File: src/hw/rtl/swarq_pkg.sv
// ---------------------------------------------------------------------------
// swarq_pkg: shared types and codes for the sliding-window arq sender
// Event codes, packet kinds, status codes, default timeout, sequencer and handshake states, slot type.
// ---------------------------------------------------------------------------
`timescale 1ns / 1ps
`default_nettype none

package swarq_pkg;

    // event codes on the func field
    localparam logic [2:0] FUNC_SYN  = 3'd0;
    localparam logic [2:0] FUNC_GET  = 3'd1;
    localparam logic [2:0] FUNC_DATA = 3'd2;
    localparam logic [2:0] FUNC_ACK  = 3'd3;
    localparam logic [2:0] FUNC_TICK = 3'd4;

    // emitted packet kinds
    localparam logic [1:0] KIND_NONE = 2'd0;
    localparam logic [1:0] KIND_HS   = 2'd1;
    localparam logic [1:0] KIND_DATA = 2'd2;
    localparam logic [1:0] KIND_RETX = 2'd3;

    // status codes
    localparam logic [1:0] STAT_OK      = 2'd0;
    localparam logic [1:0] STAT_REFUSED = 2'd1;
    localparam logic [1:0] STAT_DUP_ACK = 2'd2;
    localparam logic [1:0] STAT_IGNORED = 2'd3;

    // default retransmission period
    localparam logic [15:0] TIMEOUT_RESET = 16'd500;

    // handshake phase
    typedef enum logic [1:0] {
        PH_WAIT_SYN = 2'd0,
        PH_WAIT_GET = 2'd1,
        PH_XFER     = 2'd2
    } t_phase;

    // event sequencer
    typedef enum logic [1:0] {
        ST_IDLE  = 2'd0,
        ST_EXEC  = 2'd1,
        ST_RDATA = 2'd2
    } t_ctl_state;

    // one window slot as stored in memory
    typedef struct packed {
        logic [31:0] seq;
        logic [10:0] bytes;
        logic [15:0] cref;
        logic        fin;
    } t_slot;

endpackage

`default_nettype wire

File: src/hw/rtl/sliding_window_arq_sender_core.sv
// ---------------------------------------------------------------------------
// sliding_window_arq_sender_core: sender side of a sliding-window arq link
// Handshake, circular window of sent chunks in a slot memory, cumulative
// acks and a periodic retransmission timer. One result beat per event beat.
// ---------------------------------------------------------------------------
// an event beat is captured, evaluated in ST_EXEC and loaded into the result register;
// a retransmission reads the head slot in ST_EXEC and loads it in ST_RDATA; events
//   are handled one at a time and a resend waits on the slot memory read
// output stall holds the finished result and delays the next event
// reset is synchronous: control state clears, the slot memory is not cleared
// ---------------------------------------------------------------------------
`timescale 1ns / 1ps
`default_nettype none

module sliding_window_arq_sender_core #(
    parameter int WINDOW_SLOTS = 32,
    parameter int CHUNK_BYTES  = 1024
) (
    input  wire logic        i_clk,
    input  wire logic        i_rst_n,
    // configuration
    input  wire logic        i_cfg_we,
    input  wire logic [15:0] i_cfg_wdata,
    // event channel
    input  wire logic        i_in_valid,
    output logic             o_in_stall,
    input  wire logic [2:0]  i_func,
    input  wire logic [31:0] i_peer_seq,
    input  wire logic [31:0] i_peer_ack,
    input  wire logic [15:0] i_chunk_ref,
    input  wire logic [10:0] i_chunk_bytes,
    input  wire logic        i_final_chunk,
    // result channel
    output logic             o_out_valid,
    input  wire logic        i_out_stall,
    output logic [1:0]       o_packet_kind,
    output logic [31:0]      o_packet_seq,
    output logic [31:0]      o_packet_ack,
    output logic             o_packet_final,
    output logic [10:0]      o_packet_bytes,
    output logic [15:0]      o_packet_ref,
    output logic [1:0]       o_status,
    output logic             o_transfer_done
);

    import swarq_pkg::*;

    localparam int            IW       = $clog2(WINDOW_SLOTS);
    localparam logic [IW-1:0] LP_LAST  = IW'(WINDOW_SLOTS - 1);
    localparam logic [IW:0]   LP_SLOTS = (IW + 1)'(WINDOW_SLOTS);
    localparam logic [16:0]   LP_CHUNK = 17'(CHUNK_BYTES);

    // sequencer
    t_ctl_state r_state, n_state;

    // captured event beat
    logic [2:0]  r_func;
    logic [31:0] r_peer_seq;
    logic [31:0] r_peer_ack;
    logic [15:0] r_chunk_ref;
    logic [10:0] r_chunk_bytes;
    logic        r_final_chunk;

    // sender state
    logic [15:0]   r_timeout;
    logic [IW-1:0] r_head, n_head;
    logic [IW-1:0] r_tail, n_tail;
    logic [31:0]   r_send_base, n_send_base;
    logic [31:0]   r_next_seq, n_next_seq;
    t_phase        r_phase, n_phase;
    logic          r_finished, n_finished;
    logic          r_timer_run, n_timer_run;
    logic [15:0]   r_timer_cnt, n_timer_cnt;

    // slot memory
    t_slot r_mem [WINDOW_SLOTS];
    t_slot r_rd_data;

    // result register
    logic        r_out_valid;
    logic [1:0]  r_out_kind;
    logic [31:0] r_out_seq;
    logic [31:0] r_out_ack;
    logic        r_out_final;
    logic [10:0] r_out_bytes;
    logic [15:0] r_out_ref;
    logic [1:0]  r_out_status;
    logic        r_out_done;

    // event outcome
    logic [1:0]  c_kind;
    logic [31:0] c_seq;
    logic [31:0] c_ack;
    logic        c_final;
    logic [10:0] c_bytes;
    logic [15:0] c_ref;
    logic [1:0]  c_status;
    logic        c_write;
    t_slot       c_slot;
    logic        c_need_read;

    // helpers
    logic          in_fire;
    logic          out_free;
    logic          commit;
    logic          load_exec;
    logic          load_rdata;
    logic [15:0]   timeout_val;
    logic [IW-1:0] tail_inc;
    logic [IW-1:0] outstanding;
    logic [31:0]   ack_dist;
    logic [IW:0]   head_sum;
    logic [10:0]   sat_bytes;
    logic          win_empty;

    assign in_fire     = i_in_valid && !o_in_stall;
    assign out_free    = !r_out_valid || !i_out_stall;
    assign timeout_val = (r_timeout == 16'd0) ? 16'd1 : r_timeout;
    assign win_empty   = (r_head == r_tail);
    assign tail_inc    = (r_tail == LP_LAST) ? '0 : r_tail + IW'(1);
    assign outstanding = (r_tail >= r_head) ? (r_tail - r_head)
                       : IW'({1'b0, r_tail} + LP_SLOTS - {1'b0, r_head});
    assign ack_dist    = r_peer_ack - r_send_base;
    assign head_sum    = {1'b0, r_head} + {1'b0, ack_dist[IW-1:0]};
    assign sat_bytes   = ({6'd0, r_chunk_bytes} > LP_CHUNK) ? LP_CHUNK[10:0]
                                                             : r_chunk_bytes;

    // a tick that expires with packets outstanding resends the head slot
    assign c_need_read = (r_func == FUNC_TICK) && r_timer_run
                      && (r_timer_cnt <= 16'd1) && !win_empty;

    // event evaluation and next sender state
    always_comb begin
        n_head      = r_head;
        n_tail      = r_tail;
        n_send_base = r_send_base;
        n_next_seq  = r_next_seq;
        n_phase     = r_phase;
        n_finished  = r_finished;
        n_timer_run = r_timer_run;
        n_timer_cnt = r_timer_cnt;
        c_kind      = KIND_NONE;
        c_seq       = '0;
        c_ack       = '0;
        c_final     = 1'b0;
        c_bytes     = '0;
        c_ref       = '0;
        c_status    = STAT_OK;
        c_write     = 1'b0;
        c_slot      = '{seq: r_next_seq, bytes: sat_bytes, cref: r_chunk_ref,
                        fin: r_final_chunk};
        unique case (r_func)
            FUNC_SYN: begin
                if (r_phase == PH_WAIT_SYN || r_phase == PH_WAIT_GET) begin
                    c_kind  = KIND_HS;
                    c_ack   = r_peer_seq + 32'd1;
                    n_phase = PH_WAIT_GET;
                end else begin
                    c_status = STAT_IGNORED;
                end
            end
            FUNC_GET: begin
                if (r_phase == PH_WAIT_GET) begin
                    n_send_base = r_peer_ack;
                    n_next_seq  = r_peer_ack;
                    n_phase     = PH_XFER;
                end else begin
                    c_status = STAT_IGNORED;
                end
            end
            FUNC_DATA: begin
                if (r_phase != PH_XFER) begin
                    c_status = STAT_IGNORED;
                end else if (r_finished || tail_inc == r_head) begin
                    c_status = STAT_REFUSED;
                end else begin
                    c_write = 1'b1;
                    if (win_empty) begin
                        n_send_base = r_next_seq;
                        n_timer_run = 1'b1;
                        n_timer_cnt = timeout_val;
                    end
                    n_next_seq = r_next_seq + 32'd1;
                    n_tail     = tail_inc;
                    c_kind     = KIND_DATA;
                    c_seq      = r_next_seq;
                    c_final    = r_final_chunk;
                    c_bytes    = sat_bytes;
                    c_ref      = r_chunk_ref;
                    if (r_final_chunk) begin
                        n_finished = 1'b1;
                    end
                end
            end
            FUNC_ACK: begin
                if (r_phase != PH_XFER) begin
                    c_status = STAT_IGNORED;
                end else if (win_empty) begin
                    c_status = STAT_DUP_ACK;
                end else if (ack_dist == 32'd0 || ack_dist[31]) begin
                    c_status = STAT_DUP_ACK;
                end else if (ack_dist >= {{(32 - IW){1'b0}}, outstanding}) begin
                    n_head      = r_tail;
                    n_send_base = r_next_seq;
                end else begin
                    n_head      = (head_sum >= LP_SLOTS) ? IW'(head_sum - LP_SLOTS)
                                                         : head_sum[IW-1:0];
                    n_send_base = r_peer_ack;
                end
            end
            FUNC_TICK: begin
                if (r_timer_run) begin
                    if (r_timer_cnt <= 16'd1) begin
                        n_timer_cnt = timeout_val;
                    end else begin
                        n_timer_cnt = r_timer_cnt - 16'd1;
                    end
                end
            end
            default: begin
                c_status = STAT_IGNORED;
            end
        endcase
    end

    // sequencer next state
    always_comb begin
        n_state = r_state;
        unique case (r_state)
            ST_IDLE: begin
                if (in_fire) begin
                    n_state = ST_EXEC;
                end
            end
            ST_EXEC: begin
                if (c_need_read) begin
                    n_state = ST_RDATA;
                end else if (out_free) begin
                    n_state = ST_IDLE;
                end
            end
            ST_RDATA: begin
                if (out_free) begin
                    n_state = ST_IDLE;
                end
            end
            default: begin
                n_state = ST_IDLE;
            end
        endcase
    end

    // sequencer outputs
    always_comb begin
        o_in_stall = 1'b1;
        commit     = 1'b0;
        load_exec  = 1'b0;
        load_rdata = 1'b0;
        unique case (r_state)
            ST_IDLE: begin
                o_in_stall = 1'b0;
            end
            ST_EXEC: begin
                commit    = c_need_read || out_free;
                load_exec = !c_need_read && out_free;
            end
            ST_RDATA: begin
                load_rdata = out_free;
            end
            default: begin
                o_in_stall = 1'b1;
            end
        endcase
    end

    // sequencer register
    always_ff @(posedge i_clk) begin
        if (!i_rst_n) begin
            r_state <= ST_IDLE;
        end else begin
            r_state <= n_state;
        end
    end

    // event capture
    always_ff @(posedge i_clk) begin
        if (in_fire) begin
            r_func        <= i_func;
            r_peer_seq    <= i_peer_seq;
            r_peer_ack    <= i_peer_ack;
            r_chunk_ref   <= i_chunk_ref;
            r_chunk_bytes <= i_chunk_bytes;
            r_final_chunk <= i_final_chunk;
        end
    end

    // configuration and sender state
    always_ff @(posedge i_clk) begin
        if (!i_rst_n) begin
            r_timeout   <= TIMEOUT_RESET;
            r_head      <= '0;
            r_tail      <= '0;
            r_send_base <= '0;
            r_next_seq  <= '0;
            r_phase     <= PH_WAIT_SYN;
            r_finished  <= 1'b0;
            r_timer_run <= 1'b0;
            r_timer_cnt <= '0;
        end else begin
            if (i_cfg_we) begin
                r_timeout <= i_cfg_wdata;
            end
            if (commit) begin
                r_head      <= n_head;
                r_tail      <= n_tail;
                r_send_base <= n_send_base;
                r_next_seq  <= n_next_seq;
                r_phase     <= n_phase;
                r_finished  <= n_finished;
                r_timer_run <= n_timer_run;
                r_timer_cnt <= n_timer_cnt;
            end
        end
    end

    // slot memory: write at tail on an accepted chunk, read at head on resend
    always_ff @(posedge i_clk) begin
        if (commit && c_write) begin
            r_mem[r_tail] <= c_slot;
        end
        if (r_state == ST_EXEC && c_need_read) begin
            r_rd_data <= r_mem[r_head];
        end
    end

    // result register valid
    always_ff @(posedge i_clk) begin
        if (!i_rst_n) begin
            r_out_valid <= 1'b0;
        end else if (load_exec || load_rdata) begin
            r_out_valid <= 1'b1;
        end else if (!i_out_stall) begin
            r_out_valid <= 1'b0;
        end
    end

    // result register payload
    always_ff @(posedge i_clk) begin
        if (load_exec) begin
            r_out_kind   <= c_kind;
            r_out_seq    <= c_seq;
            r_out_ack    <= c_ack;
            r_out_final  <= c_final;
            r_out_bytes  <= c_bytes;
            r_out_ref    <= c_ref;
            r_out_status <= c_status;
            r_out_done   <= n_finished && (n_head == n_tail);
        end else if (load_rdata) begin
            r_out_kind   <= KIND_RETX;
            r_out_seq    <= r_rd_data.seq;
            r_out_ack    <= '0;
            r_out_final  <= r_rd_data.fin;
            r_out_bytes  <= r_rd_data.bytes;
            r_out_ref    <= r_rd_data.cref;
            r_out_status <= STAT_OK;
            r_out_done   <= r_finished && win_empty;
        end
    end

    assign o_out_valid     = r_out_valid;
    assign o_packet_kind   = r_out_kind;
    assign o_packet_seq    = r_out_seq;
    assign o_packet_ack    = r_out_ack;
    assign o_packet_final  = r_out_final;
    assign o_packet_bytes  = r_out_bytes;
    assign o_packet_ref    = r_out_ref;
    assign o_status        = r_out_status;
    assign o_transfer_done = r_out_done;

endmodule

`default_nettype wire
File: config.mk
export PLATFORM = sky130hd
export DESIGN_NAME = sliding_window_arq_sender_core
export DESIGN_NICKNAME = d
export VERILOG_FILES = /design/src/hw/rtl/swarq_pkg.sv /design/src/hw/rtl/sliding_window_arq_sender_core.sv
export SDC_FILE = /design/constraint.sdc
export NUM_CORES = 2
export LEC_CHECK = 0
export ABC_AREA = 1
export ABC_CLOCK_PERIOD_IN_PS = 19700
export BUFFER_PORTS_ARGS = -buffer_cell sky130_fd_sc_hd__buf_2
export CORE_MARGIN = 4
export CORE_UTILIZATION = 41
export DETAILED_ROUTE_END_ITERATION = 12
export PLACE_DENSITY = 0.56
export SLEW_MARGIN = 20
export SYNTH_ARGS = -nofsm -noshare
export SYNTH_HDL_FRONTEND = slang
export SYNTH_SLANG_ARGS = --single-unit
File: constraint.sdc
create_clock -name i_clk -period 19.7 [get_ports i_clk]
set_input_delay 3.94 -clock i_clk [delete_from_list [all_inputs] [get_ports i_clk]]
set_output_delay 3.94 -clock i_clk [all_outputs]
set_load 0.02 [all_outputs]
; ---- Yosys cells after proc, flatten, opt, wreduce, memory -nomap -nowiden
; Memory sizes are Yosys's and may differ from the RTL's. A register that Yosys moved wholly into a read port is not among the register bits.
; Cells that the tools add are included.
; Widths: inputs -> output; s select.
[classes]
add_sub_neg = 10
magnitude_cmp = 5
eq_ne = 23
muxes = 95
n_bitwise = 2
n_reduce_logical = 34
[ops]
columns = operator, n
row1 = $mux 32, 19
row2 = $mux 16, 11
row3 = $pmux 32 s3, 1
row4 = $mux 11, 6
row5 = $add 32x1->32 const B, 2
row6 = $pmux 32 s2, 1
row7 = $mux 5, 11
row8 = $mux 2, 17
row9 = $ge 32x5->1, 1
row10 = $logic_not 32->1, 1
row11 = $pmux 16 s2, 1
row12 = $sub 32x32->32, 1
row13 = $mux 1, 24
row14 = $ne 2x2->1 const B, 11
row15 = $le 16x1->1 const B, 1
row16 = $logic_not 16->1, 1
row17 = $sub 16x1->16 const B, 1
row18 = $eq 5x5->1, 3
row19 = $gt 11x11->1 const B, 1
row20 = $add 5x1->5 const B, 2
row21 = $pmux 2 s5, 1
row22 = $reduce_and 5->1, 2
row23 = $sub 5x5->5, 2
row24 = $logic_and 1x1->1, 9
row25 = other kinds (23), 39
[totals]
regBits = 305
mem_bits_rw = 1920
inputBits = 116
out_inout_bits = 99
elab_cells = 195
mem_count = 1
[memory_table]
columns = memory, words, width, rd, rd_ports_with_merged_regs, wr, line_no
row1 = r_mem, 32, 60, 1, 1, 1, sliding_window_arq_sender_core.sv:76  ; t_slot r_mem [WINDOW_SLOTS];

; ---- Longest topological paths before layout
[logic_depth]
word_depth = 12
mapped_depth = 28
depth_no_buf = 27

; ---- Worst setup path before layout
; OpenSTA, ideal clock, no wires.
[synth_timing]
path_type = input-to-reg
from = in i_out_stall
to = reg r_out_ack[0] (netlist: o_packet_ack[0]) (enable)
setup_ps = 688
arrival_time_ps = 10922
t_required_ps = 19012
path_slack_ps = 8090
stages = 3
path_buffers = 0
path_cell_list = nand2_1 -> inv_1 -> o21ai_0
[synth_via]
elab_chain_cells = 5
elab_cells_between_ends = 6
classes_between = mux: 2 / reduce/logical: 4
[synth_lines]
columns = element, line_no
row1 = "start, declared", sliding_window_arq_sender_core.sv:35  ; input wire logic i_out_stall,
row2 = $logic_not 1->1 *, --
row3 = $logic_or 1x1->1 *, sliding_window_arq_sender_core.sv:117  ; assign out_free = !r_out_valid || !i_out_stall;
row4 = $logic_and 1x1->1, sliding_window_arq_sender_core.sv:265  ; load_exec = !c_need_read && out_free;
row5 = $mux 1, sliding_window_arq_sender_core.sv:259  ; unique case (r_state)
row6 = $reduce_bool 2->1 (no source line) *, --
row7 = "end signal, assigned", sliding_window_arq_sender_core.sv:352  ; r_out_ack <= c_ack;
row8 = "end, declared", sliding_window_arq_sender_core.sv:83  ; logic [31:0] r_out_ack;
; Mark *: on every way between the ends. The rest lies on a longest branch, timed or not.
; A chain may end at the register's enable or synchronous reset.

; ---- Worst setup path in the final report
[layout_timing]
from = reg r_func[2]
to = mem r_mem[7][45] (netlist name) (enable)
[layout_via]
elab_chain_cells = 9
elab_cells_between_ends = 11
classes_between = eq/ne: 2 / mux: 4 / reduce/logical: 5
[layout_lines]
columns = element, line_no
row1 = "start, declared", sliding_window_arq_sender_core.sv:57  ; logic [2:0] r_func;
row2 = "start signal, assigned", sliding_window_arq_sender_core.sv:288  ; r_func <= i_func;
row3 = $eq 3x3->1, sliding_window_arq_sender_core.sv:129  ; assign c_need_read = (r_func == FUNC_TICK) && r_timer_run
row4 = $logic_and 1x1->1, sliding_window_arq_sender_core.sv:129
row5 = $logic_and 1x1->1 (2 in a row), sliding_window_arq_sender_core.sv:130  ; && (r_timer_cnt <= 16'd1) && !win_empty;
row6 = $logic_or 1x1->1, sliding_window_arq_sender_core.sv:264  ; commit = c_need_read || out_free;
row7 = $mux 1, sliding_window_arq_sender_core.sv:259
row8 = $logic_and 1x1->1 *, sliding_window_arq_sender_core.sv:328  ; if (commit && c_write) begin
row9 = $mux 1 *, sliding_window_arq_sender_core.sv:328
row10 = $mux 1 (not written as such) *, sliding_window_arq_sender_core.sv:329  ; r_mem[r_tail] <= c_slot;
row11 = "end, declared", sliding_window_arq_sender_core.sv:76
; Marked as above.

==> qor.txt <==
worst-margin pin slew: 1.24 ns
CP startpoint: r_func[2]
Total GRT Usage: 0.237
Leakage: 35.3 nW
final WL: 288,000 µm
vias in the first global route: 58,900
via count: 63,600
initial antenna violation count: 18
Skew-Pair Late Insertion Delay: 0.87 ns
Initial Utilization: 0.412
Final period util: 0.362
Max Clock Freq: 140 MHz
Final #Nets: 7,859
Final Hold Viols: 0
hold_sp: r_phase[1]
Yosys reg bits: 2,285
cts repair resizes: 0
first-pass GRT wire length: 415,000 µm
HP Class: flop to flop
clock sinks: 2,285
beginning of the worst register-to-register path: r_func[2]
Distinct cells, synth: 57
Post-synth EDFFs: 2,172
crit path time final: 7.12 ns
die height: 486 µm
# rows: 175
IO Count: 215
outcome: finished, final reports clean
Clock Path Buffers: 3
Setup CP Type: flop to flop
Crit path max-delay family: buffers and inverters
cells along the critical path: nor2_2, clkinv_1, nor2_4, buf_4, inv_2, buf_4, nor2_4, inv_2, nor2_4, buf_4, nand2_1, nor2_4, buf_4
drt drc: 0
mean number of vias per cell: 5.83
syn avg cell area: 12.3 µm²
Pwr per Cell Area: 99.2 mW/mm²
Synth Cell Area: 0.0936 mm²
stages on the worst setup path: 13
number of detailed-routing iterations run before antenna repair: 8
RSZ-0062 raised after global routing: no
largest net degree at the start of global routing: 205
CTS tree: done
ys async rst share: 0
crit path capture: r_mem[7][45]
count of pins over their slew limit: 0
Relative slew margins: 0.166
Mapped Nets: 7,758
Setup crit end kind: flop
Setup crit start kind: flop
CTS Root Cell: clkbuf_16
Worst R2R Setup Slack: 12.58 ns
reg2reg path depth: 13
Syn Inst Count: 7,585
FF-to-FF End: r_mem[7][45]
Critical-path top delay cell: clkinv_1
Die ar.: 0.236 mm²
worst clock skew: 0.0603 ns
Post-synth top flop: edfxtp_1
warnings from Yosys: 0
setup TNS: 0 ns
Port-buffer cells: 214
Worst IR Drop VDD: 103 µV
post-synth top area cell: edfxtp_1
GP Congestion: 0.877
CP Max Fanout: 67
Core ar.: 0.227 mm²
crit path DAT: 7.60 ns
post-synthesis sequential area ratio: 0.721
# Max-Cap Violations: 0
Die Wd: 486 µm
setup violators final: 0
synth top area cells: edfxtp_1, o21ai_0, nor2_1
Synth top area share: 0.697
gr ovfl total: 0
drt wl/cell: 26.4 µm
DP Wirelength: 165,000 µm
max incr delay on CP: 0.94 ns
Buf/Inv on CP: 7
fillcell total: 20,300
Core Util, Final: 0.464
Req. time, crit path: 20.18 ns
CTS Buf Count: 234
DR iter-0 viols: 7,563
area delta synth->final: 12.7%
DRT antenna net count: 0
fraction of layout cells with a size suffix above 1: 0.105
H-tree depth: 4
# hold bufs at CTS: 0
setup repair bufs after CTS: 0
clock-pin slew on the worst setup and hold paths: 0.06 ns
state kept, by name (all words and copies together) (netlist names), 3 cells and up:
name,count
o_packet_ack,32
o_packet_bytes,11
o_packet_ref,16
o_packet_seq,32
r_chunk_bytes,11
r_chunk_ref,16
r_func,3
r_head,5
r_mem,1920
r_next_seq,32
r_peer_ack,32
r_peer_seq,32
r_rd_data,60
r_send_base,32
r_tail,5
r_timeout,16
r_timer_cnt,16
how the worst min path moves through the flow:
| stage | slack [ns] | cells after the start | endpoint |
|---|---|---|---|
| finish | 0.48 | 1 | r_phase[1] |
| global placement | 0.45 | 1 | r_phase[1] |
| CTS | 0.47 | 1 | r_phase[1] |
| global route | 0.49 | 1 | r_phase[1] |
| detailed placement | 0.46 | 1 | r_phase[1] |
| floorplan | 0.44 | 1 | r_phase[1] |
Yosys cell counts, drive strengths merged (11+ instances only):
cell type,n
a32oi,53
o31ai,21
xor2,25
a21oi,144
inv,366
o22ai,126
o211ai,11
a31oi,82
o21ai,1164
o221ai,361
nand4,32
xnor2,14
a22o,16
nor3,49
nor2,1369
a211oi,11
dfxtp,113
nand3,242
buf,55
ha,54
nand2,602
nor4,12
edfxtp,2172
clkbuf,439
cell families (layout without fill, tap and decap cells):
| logic type | after synthesis | count (layout) | share of synthesized area |
|---|---|---|---|
| adder cells (fa/ha/maj) | 57 | 57 | 0.00786 |
| AND/OR/NAND/NOR | 2321 | 2321 | 0.101 |
| XOR/XNOR | 39 | 39 | 0.00365 |
| other | 0 | 5 | 0 |
| flip-flops | 2285 | 2285 | 0.721 |
| buffers and inverters | 866 | 1163 | 0.0357 |
| AO/OA/AOI/OAI | 2017 | 2017 | 0.130 |
where the power goes:
| part | internal, mW | switching [mW] |
|---|---|---|
| combinational | 0.197 | 0.586 |
| clock | 2.41 | 1.88 |
| sequential | 5.34 | 0.0540 |
| total | 7.95 | 2.52 |
layout by cell type (no fill, tap or decap), types with 13 or more instances in the layout:
| cell type | count |
|---|---|
| nor3_1 | 43 |
| clkbuf_1 | 68 |
| nor2_4 | 43 |
| nor2_1 | 1303 |
| inv_1 | 344 |
| nor2_2 | 23 |
| dfxtp_2 | 20 |
| inv_2 | 18 |
| clkbuf_16 | 238 |
| buf_2 | 214 |
| xor2_1 | 25 |
| clkinv_1 | 46 |
| o21ai_0 | 1158 |
| ha_1 | 54 |
| edfxtp_1 | 2172 |
| o31ai_1 | 21 |
| a31oi_1 | 82 |
| a32oi_1 | 53 |
| o22ai_1 | 126 |
| buf_4 | 132 |
| o221ai_1 | 361 |
| bufinv_16 | 13 |
| a22o_1 | 16 |
| nand2_1 | 591 |
| a21oi_1 | 142 |
| nand3_1 | 233 |
| xnor2_1 | 14 |
| dfxtp_1 | 88 |
| clkinv_2 | 42 |
| nand4_1 | 32 |
layout make-up:
class / instances / area [µm²] / share of cell area
Sequential cell: 2285 / 67500 / 0.640
Multi-Input combinational cell: 4434 / 23000 / 0.218
Clock buffer: 313 / 6290 / 0.0596
Tap cell: 3009 / 3760 / 0.0357
Timing Repair Buffer: 359 / 2300 / 0.0219
Inverter: 372 / 1440 / 0.0136
Clock inverter: 119 / 1100 / 0.0105
Antenna cell: 5 / 12.5 / 0.000119
per-layer routing:
metal	routed length, µm	share of wire	GRT usage	up-vias
met5	16	0.000056	0	-
met4	7570	0.026	0.0631	2
met3	26400	0.091	0.0406	410
met2	129000	0.45	0.362	2998
met1	125000	0.43	0.352	31900
li1	-	-	-	28300
stage by stage:
stage / hold WS, ns / total power [mW] / instances / setup WS (ns) / instance area (µm²)
finish: 0.478 / 10.5 / 10900 / 12.58 / 105000
global placement: 0.452 / 6.26 / 10500 / 12.09 / 98000
floorplan: 0.440 / 5.93 / 7585 / 8.09 / 93600
detailed placement: 0.458 / 6.27 / 10500 / 12.14 / 98100
CTS: 0.473 / 10.5 / 10900 / 12.62 / 105000
global route: 0.485 / 10.8 / 10900 / 12.25 / 105000
Power figures use the tool's default switching activity.
